## src/hw/rtl/olrb_pkg.sv

```systemverilog
// ----------------------------------------------------------------------------
// olrb_pkg
// Shared types and operation codes for the overwriting log ring buffer.
// ----------------------------------------------------------------------------
package olrb_pkg;

    // Operation codes carried on the func field
    localparam logic [1:0] FUNC_PUT    = 2'd0;
    localparam logic [1:0] FUNC_POP    = 2'd1;
    localparam logic [1:0] FUNC_SNAP   = 2'd2;
    localparam logic [1:0] FUNC_REWIND = 2'd3;

    localparam int unsigned BYTE_W = 8;

    // Result flags passed from the pointer controller to the result pipe
    typedef struct packed {
        logic got;
        logic dropped;
    } olrb_flags_t;

endpackage

```

## src/hw/rtl/olrb_ctrl.sv

```systemverilog
// ----------------------------------------------------------------------------
// olrb_ctrl
// Ring pointer controller: holds write, read and snapshot pointers, decodes
// each accepted transaction into RAM accesses and result flags.
// ----------------------------------------------------------------------------
module olrb_ctrl
    import olrb_pkg::*;
#(
    parameter int unsigned DEPTH = 1024
) (
    input  logic                     aclk,
    input  logic                     aresetn,
    input  logic                     accept,
    input  logic [1:0]               func,
    output logic                     wr_en,
    output logic [$clog2(DEPTH)-1:0] wr_addr,
    output logic                     rd_en,
    output logic [$clog2(DEPTH)-1:0] rd_addr,
    output olrb_flags_t              flags
);

    localparam int unsigned AW = $clog2(DEPTH);
    localparam logic [AW-1:0] LAST = AW'(DEPTH - 1);

    logic [AW-1:0] wp_reg, wp_next;
    logic [AW-1:0] rp_reg, rp_next;
    logic [AW-1:0] sp_reg, sp_next;
    logic [AW-1:0] wp_inc, rp_inc, sp_inc;
    logic          full;

    function automatic logic [AW-1:0] ring_next(input logic [AW-1:0] p);
        ring_next = (p == LAST) ? '0 : p + AW'(1);
    endfunction

    assign wp_inc  = ring_next(wp_reg);
    assign rp_inc  = ring_next(rp_reg);
    assign sp_inc  = ring_next(sp_reg);
    assign full    = (wp_inc == rp_reg);

    // Decode one transaction into pointer moves and RAM accesses
    always_comb begin
        wp_next       = wp_reg;
        rp_next       = rp_reg;
        sp_next       = sp_reg;
        wr_en         = 1'b0;
        wr_addr       = wp_reg;
        rd_en         = 1'b0;
        rd_addr       = rp_reg;
        flags.got     = 1'b0;
        flags.dropped = 1'b0;
        unique case (func)
            FUNC_PUT: begin
                wr_en   = accept;
                wp_next = wp_inc;
                if (full) begin
                    // Drop the oldest byte, drag the snapshot cursor along if it sat on it
                    rp_next       = rp_inc;
                    flags.dropped = 1'b1;
                    if (sp_inc == rp_inc) begin
                        sp_next = rp_inc;
                    end
                end
            end
            FUNC_POP: begin
                if (rp_reg != wp_reg) begin
                    rd_en     = accept;
                    flags.got = 1'b1;
                    rp_next   = rp_inc;
                end
            end
            FUNC_SNAP: begin
                rd_addr = sp_reg;
                if (sp_reg != wp_reg) begin
                    rd_en     = accept;
                    flags.got = 1'b1;
                    sp_next   = sp_inc;
                end
            end
            FUNC_REWIND: begin
                sp_next = rp_reg;
            end
            default: begin
                sp_next = sp_reg;
            end
        endcase
    end

    // Advance pointers on an accepted transaction
    always_ff @(posedge aclk) begin
        if (!aresetn) begin
            wp_reg <= '0;
            rp_reg <= '0;
            sp_reg <= '0;
        end else if (accept) begin
            wp_reg <= wp_next;
            rp_reg <= rp_next;
            sp_reg <= sp_next;
        end
    end

endmodule

```

## config.mk

```make
export PLATFORM = sky130hd
export DESIGN_NAME = olrb_ctrl
export DESIGN_NICKNAME = d
export VERILOG_FILES = /design/src/hw/rtl/olrb_pkg.sv /design/src/hw/rtl/olrb_ctrl.sv
export SDC_FILE = /design/constraint.sdc
export NUM_CORES = 1
export LEC_CHECK = 0
export ABC_AREA = 0
export BUFFER_PORTS_ARGS = -buffer_cell sky130_fd_sc_hd__clkbuf_2
export CAP_MARGIN = 10
export CORE_MARGIN = 3
export CORE_UTILIZATION = 55
export CTS_CLUSTER_DIAMETER = 40
export CTS_CLUSTER_SIZE = 10
export DETAILED_ROUTE_END_ITERATION = 10
export GPL_TIMING_DRIVEN = 0
export HOLD_SLACK_MARGIN = 0.05
export PLACE_DENSITY = 0.75
export SETUP_SLACK_MARGIN = 0.15
export SYNTH_ARGS = -nofsm -noshare
export SYNTH_HDL_FRONTEND = slang
export SYNTH_SLANG_ARGS = --single-unit
```

## constraint.sdc

```tcl
create_clock -name aclk -period 5.7 [get_ports aclk]
set_input_delay 1.14 -clock aclk [delete_from_list [all_inputs] [get_ports aclk]]
set_output_delay 1.14 -clock aclk [all_outputs]
set_load 0.01 [all_outputs]
```

==> results of run 1 <==
[through the flow]
step / total power [mW] / hold slack [ns] / util (%)
floorplan: 0.3615 / 0.5461 / -
global placement: 0.4065 / 0.5988 / 63.77
detailed placement: 0.4086 / 0.5958 / 63.77
CTS: 0.6253 / 0.6073 / 65.97
global route: 0.6559 / 0.6702 / 65.97
finish: 0.6301 / 0.6203 / 65.97
[cells by family after synthesis]
group | count (synthesis)
muxes | 18
DFF | 30
xor gates and xnor gates | 41
buffers and inverters | 53
and+or+nand+nor | 150
AOI/OAI and AO/OA | 98
adders and majority gates | 7
[cells in the mapped netlist (all sizes together), types with 4 or more instances]
cell type	count	area, µm²
xnor2	14	122.6
nor3	17	90.09
mux2	9	101.4
ha	7	87.58
a311oi	6	52.55
nand3	23	132.6
nor4	6	37.54
clkbuf	28	105.1
nor2	31	118.9
inv	11	41.29
nand4	13	96.34
mux2i	9	90.09
or4	4	33.78
dfxtp	30	600.6
nand2	22	82.58
a21oi	37	185.2
o21ai	21	105.1
xor2	27	236.5
or3	15	93.84
nor2b	5	31.28
a211oi	6	45.04
buf	14	88.84
[layer usage]
metal | global-route usage, % | share of wire [%] | vias up
li1 | - | - | 1514
met1 | 40.68 | 45 | 1454
met2 | 45.71 | 43 | 165
met3 | 3.855 | 9.4 | 19
met4 | 9.450 | 2.0 | 0
met5 | 0 | 0 | -
[tightest hold or removal path, stage by stage (launching register included)]
cell and delay [ns]:
dfxtp_1 0.38, a21oi_1 0.14, nor3_1 0.05
[placed cells by master, fill, tap and decap left out, types with 14 or more instances in the layout]
cell and n:
clkbuf_2 28, nand3_1 21, nand2_1 22, nor3_1 16, nor2_1 30, o21ai_0 20, clkbuf_1 28, or3_1 15
xor2_1 27, a21oi_1 37, xnor2_1 14, dfxtp_1 30
[power by group through the flow]
| stage | clock (mW) | combinational (mW) | sequential (mW) |
|---|---|---|---|
| CTS | 0.221 | 0.180 | 0.225 |
| detailed placement | 0 | 0.179 | 0.230 |
| finish | 0.221 | 0.184 | 0.225 |
| global route | 0.229 | 0.201 | 0.226 |
| floorplan | 0 | 0.133 | 0.229 |
| global placement | 0 | 0.177 | 0.229 |
[layout make-up]
| cell class | instances | area, µm² | share of cell area (%) |
|---|---|---|---|
| Inverter | 11 | 41.29 | 1.266 |
| Clock buffer | 5 | 68.82 | 2.111 |
| Multi-Input combinational cell | 314 | 2092 | 64.16 |
| Timing Repair Buffer | 28 | 140.1 | 4.298 |
| Buffer | 42 | 193.9 | 5.948 |
| Sequential cell | 30 | 600.6 | 18.42 |
| Tap cell | 67 | 83.83 | 2.571 |
| Clock inverter | 3 | 40.04 | 1.228 |
[worst max path at each step]
stage                     slack [ns]               startpoint          to  cells after the start
after global routing            1.52  wr_addr[1]$_SDFFE_PN0P_    flags[0]                      8
after global placement          1.81                  func[0]  rd_addr[5]                      7
after floorplan                 2.26  wr_addr[1]$_SDFFE_PN0P_    flags[0]                      7
after detailed placement        1.78                  func[0]  rd_addr[5]                      7
after CTS                       1.63  wr_addr[1]$_SDFFE_PN0P_    flags[0]                      8
final                           1.60  wr_addr[1]$_SDFFE_PN0P_    flags[0]                      8
==> flow_summary_export.csv, run 1 <==
group,metric,value,unit
synthesis,synthAdderAreaFrac,2.991,%
outcome,outcome,"finished, final reports clean",
final_layout,stdcell_area,3261,µm²
power,clock_power_share,35.1,%
sta,skew,0.006965,ns
route,drc_errors,0,
sta,relSlewSlack,52.93,%
critical_path,setup.worst_path.end_class,"output port",
floorplanning,core_area,4942,µm²
final_layout,stdcell_count,500,
critical_path,required,4.56,ns
placed_design,io_buffers,28,
sta,finalCritPeriodShare,71.99,%
global_route,grt_first_pass_wirelength,14340,µm
floorplanning,io_pins,29,
final_layout,fin_nets,444,
sta,final-setup-viol-count,0,
synthesis,synth_seq_cells,30,
synthesis,yosys.area_share.simple,27.82,%
clock_tree,postCtsSetupBuffers,0,
critical_path,r2r-start,"wr_addr[1]$_SDFFE_PN0P_",
hold_path,hold_path.class,"flop to flop",
critical_path,cpLargestDelayFamily,"simple AND/OR/NAND/NOR gates",
clock_tree,cts_max_path_buffers,2,
hold_path,whs_path_depth,2,
synthesis,syn_area,2928,µm²
clock_tree,clock_sinks,30,
hold_path,hold_path_end,"sp_reg[9]$_SDFFE_PN0P_",
synthesis,async_reset_ff_share,0,%
placed_design,dp_hpwl,6429,µm
power,p_int,414.7,µW
sta,fmax,243.7,MHz
clock_tree,clock-root-buffer,"clkbuf_8",
placed_design,place_ws,1.784,ns
clock_tree,clock_insertion_delay_worst_skew,0.29,ns
critical_path,critPathBufInv,2,
sta,final_max_slew_viol_count,0,
placed_design,place_inst,492,
synthesis,synth.area.mux_share,6.538,%
critical_path,worstReg2RegEnd,"sp_reg[3]$_SDFFE_PN0P_",
final_layout,layout-drive-gt1-share,15.70,%
power,power_leakage,1.273,nW
floorplanning,die_h,78.96,µm
global_route,grt_pass1_vias,2835,
route,vias,3152,
power,p_sw,215.4,µW
hold_path,hold_start,"sp_reg[9]$_SDFFE_PN0P_",
synthesis,synth-xor-area-share,12.26,%
synthesis,ys.warnings.count,0,
global_route,grt_max_degree,11,
placed_design,gp_congestion,0.9337,
final_layout,num-fill-cells,469,
critical_path,r2r_setup_slack,2.14,ns
critical_path,rr_worst_depth,10,
synthesis,synth_nets,409,
clock_tree,clk_pin_slew,0.07,ns
critical_path,cp.arrival,2.96,ns
synthesis,synth_top_family_by_area,"simple AND/OR/NAND/NOR gates",
floorplanning,initial_core_util,59.24,%
power,switching_share,34.19,%
sta,fin_ws,1.597,ns
synthesis,ys.flop_type,"dfxtp_1",
route,first_pass_iters,7,
critical_path,cp_slowest_cell,"or4_4",
floorplanning,num_rows,25,
critical_path,worstSetupPathType,"flop to output port",
synthesis,avgSynthCellArea,7.375,µm²
synthesis,synth-compound-area-share,21.84,%
clock_tree,cts_buffers,5,
sta,rsz0062_at_grt,"false",
route,drt-total-wl,8626,µm
floorplanning,dieArea,6235,µm²
sta,setup_tns,0,ns
sta,tightest_slew,0.7061,ns
critical_path,crit_chain,"ha_1 -> buf_2 -> nand3_1 -> nor3_2 -> a211oi_1 -> or4_4 -> nor4_1 -> clkbuf_2",
power,vdd_drop_max,159.7,µV
route,ant_nets,0,
synthesis,synth_edf_count,0,
floorplanning,die_width,78.96,µm
global_route,grt_use_total,28.98,%
sta,hold_viol,0,
critical_path,start_kind,"flop",
global_route,grt_overflow,0,
placed_design,postPlaceCellArea,3152,µm²
clock_tree,h-tree-depth,2,
route,vias_per_cell,6.304,
synthesis,syn_inst,397,
synthesis,yosysSeqAreaShare,20.51,%
critical_path,cpPeakStageDelay,0.57,ns
global_route,antenna_found_initial,0,
clock_tree,cts_resized,0,
clock_tree,cts_tree,"done",
route,wl_per_cell,17.25,µm
route,drtIter0Drc,334,
critical_path,crit_fanout,8,
run,maxCapViolations,0,
power,combPwrFrac,29.2,%
power,cellPowerDensity,193.2,nW/µm²
power,seq_power_share,35.7,%
synthesis,ys_types,55,
final_layout,n_antenna_cell,0,
clock_tree,hold_buffers,0,
final_layout,area_delta_synth_final,11.37,%
sta,period_minus_slack,4.103,ns
(Power assumes the default switching activity.)
==> run 2: changes to the inputs <==
Settings changed: ABC_AREA 0 to 1.
Clock period 5.7 ns to 3.9 ns, I/O delays scaled along.
==> flow_summary_export.csv, run 2 <==
group,metric,value,unit
outcome,outcome,"finished, final reports clean",
sta,finalCritPeriodShare,83.73,%
power,power,901.2,µW
sta,skew,0.004900,ns
critical_path,cp.arrival,2.49,ns
route,drtIter0Drc,307,
critical_path,cp_slowest_cell,"dfxtp_1",
synthesis,synth_common_cells,"143 x nand2_1, 55 x nand3_1, 47 x nor2_1",
clock_tree,postCtsSetupBuffers,0,
final_layout,num-fill-cells,463,
run,maxCapViolations,0,
placed_design,dp_hpwl,6922,µm
sta,fmax,306.2,MHz
clock_tree,clock_insertion_delay_worst_skew,0.29,ns
clock_tree,cts_buffers,5,
global_route,grt_overflow,0,
synthesis,async_reset_ff_share,0,%
final_layout,fin_util,65.11,%
placed_design,place_ws,0.7408,ns
clock_tree,h-tree-depth,2,
power,combPwrFrac,31.4,%
synthesis,syn_inst,486,
floorplanning,core_area,4848,µm²
sta,relSlewSlack,57.50,%
sta,timing.hold.ws,0.5733,ns
final_layout,multiInputGateArea,1919,µm²
synthesis,ys_types,36,
clock_tree,cts_resized,0,
placed_design,io_buffers,27,
route,first_pass_iters,4,
synthesis,synth_seq_cells,30,
power,seq_power_share,38.9,%
sta,tightest_slew,0.6376,ns
route,drc_errors,0,
final_layout,layout-drive-gt1-share,13.44,%
final_layout,final_cell_mix,"143 x nand2_1, 55 x nand3_1, 47 x nor2_1, 42 x inv_1, 34 x a21oi_1",
synthesis,synth_largest_area_cell,"dfxtp_1",
critical_path,worstSetupPathType,"flop to output port",
synthesis,ys.flop_type,"dfxtp_1",
synthesis,synth_top_area_share,21.13,%
clock_tree,cts_tree,"done",
synthesis,synthMostInstantiatedCell,"nand2_1",
floorplanning,die_h,77.89,µm
clock_tree,clock_sinks,30,
synthesis,avgSynthCellArea,5.849,µm²
critical_path,setup.worst_path.end_class,"output port",
floorplanning,num_rows,25,
placed_design,gp_congestion,0.9437,
global_route,grt_first_pass_wirelength,14200,µm
floorplanning,initial_core_util,58.63,%
final_layout,mostFrequentLayoutCell,"nand2_1",
sta,hold_viol,0,
critical_path,crit_fanout,10,
synthesis,synthTopCellsByArea,"dfxtp_1 21%, nand2_1 19%, nand3_1 9.7%",
synthesis,synth_edf_count,0,
final_layout,fin_nets,532,
critical_path,start_kind,"flop",
sta,fin_ws,0.6346,ns
critical_path,cpPeakStageDelay,0.53,ns
route,ant_nets,0,
power,clock_power_share,29.6,%
synthesis,ys.warnings.count,0,
clock_tree,clk_pin_slew,0.07,ns
global_route,antenna_found_initial,0,
power,p_int,571.0,µW
critical_path,critPathBufInv,2,
sta,setup_tns,0,ns
global_route,grt_pass1_vias,2870,
power,vdd_drop_max,231.4,µV
clock_tree,cts_max_path_buffers,2,
sta,final-setup-viol-count,0,
hold_path,hold_path.class,"flop to flop",
sta,period_minus_slack,3.265,ns
final_layout,area_delta_synth_final,11.05,%
power,power_leakage,1.450,nW
final_layout,n_antenna_cell,0,
route,vias,3258,
critical_path,required,3.12,ns
floorplanning,die_width,77.89,µm
synthesis,syn_area,2843,µm²
route,vias_per_cell,5.541,
route,drt-total-wl,8762,µm
power,switching_share,36.64,%
synthesis,synth_nets,498,
final_layout,seqCellArea,600.6,µm²
global_route,grt_max_degree,11,
critical_path,cpLargestDelayFamily,"simple AND/OR/NAND/NOR gates",
clock_tree,hold_buffers,0,
critical_path,crit_chain,"ha_1 -> nand2_1 -> nor2_4 -> nand3_2 -> buf_6 -> nand3_1 -> nand3_1 -> nor2_1 -> nand3_2 -> nor2_1 -> clkbuf_2",
route,wl_per_cell,14.90,µm
power,p_sw,330.2,µW
sta,rsz0062_at_grt,"false",
power,cellPowerDensity,285.5,nW/µm²
global_route,grt_use_total,29.64,%
synthesis,yosysSeqAreaShare,21.13,%
clock_tree,clock-root-buffer,"clkbuf_8",
floorplanning,dieArea,6067,µm²
floorplanning,io_pins,29,
sta,final_max_slew_viol_count,0,
==> run 2: final cells by class <==
type,count,share of cell area [%]
multi-input cells,380,60.80
flip-flops and latches,30,19.02
inverters,46,5.470
plain buffers,30,4.756
repair buffers,27,4.281
well taps,67,2.656
clock buffers,6,2.616
clock inverters,2,0.3964
==> run 2: stage by stage <==
step,std cells,instance area [µm²]
floorplan,486,2843
global placement,580,3062
detailed placement,580,3062
CTS,588,3157
global route,588,3157
finish,588,3157
==> run 2: power groups by stage <==
stage	logic [mW]	registers [mW]	clock network, mW
floorplan	0.208	0.351	0
global placement	0.273	0.356	0
detailed placement	0.278	0.356	0
CTS	0.280	0.350	0.273
global route	0.315	0.353	0.288
finish	0.283	0.351	0.267
==> run 2: worst paths after layout <==
check,startpoint,endpoint,slack (ns),cells after the start
max,wr_addr[1]$_SDFFE_PN0P_,flags[0],0.63,11
min,rp_reg[6]$_SDFFE_PN0P_,rp_reg[6]$_SDFFE_PN0P_,0.57,2
max reg2reg,wr_addr[1]$_SDFFE_PN0P_,sp_reg[5]$_SDFFE_PN0P_,1.24,14
min reg2reg,rp_reg[6]$_SDFFE_PN0P_,rp_reg[6]$_SDFFE_PN0P_,0.57,2
==> run 2: per-layer routing <==
metal | track usage (%) | vias to the layer above | wire length (µm)
met2 | 44.35 | 134 | 3664
met3 | 5.684 | 24 | 717
li1 | - | 1640 | -
met1 | 41.82 | 1460 | 4111
met4 | 11.19 | 0 | 269
met5 | 0 | - | 0
==> run 2: logic make-up after synthesis <==
kind of cell,count (synthesis),share of synthesized area (%)
AOI/OAI and AO/OA,77,14.61
buffers and inverters,76,11.36
xor gates and xnor gates,27,8.319
adders and majority gates,7,3.081
DFF,30,21.13
and+or+nand+nor,269,41.50
==> run 2: worst register-to-register path, stage by stage (launching register included) <==
cell,delay (ns)
dfxtp_1,0.53
ha_1,0.26
nand2_1,0.15
nor2_4,0.15
nand3_2,0.13
buf_6,0.17
nand3_1,0.08
nand3_1,0.08
nor2_1,0.23
nand3_2,0.17
a21oi_2,0.23
buf_4,0.20
nand3_1,0.09
nand2_1,0.07
nor2_1,0.04
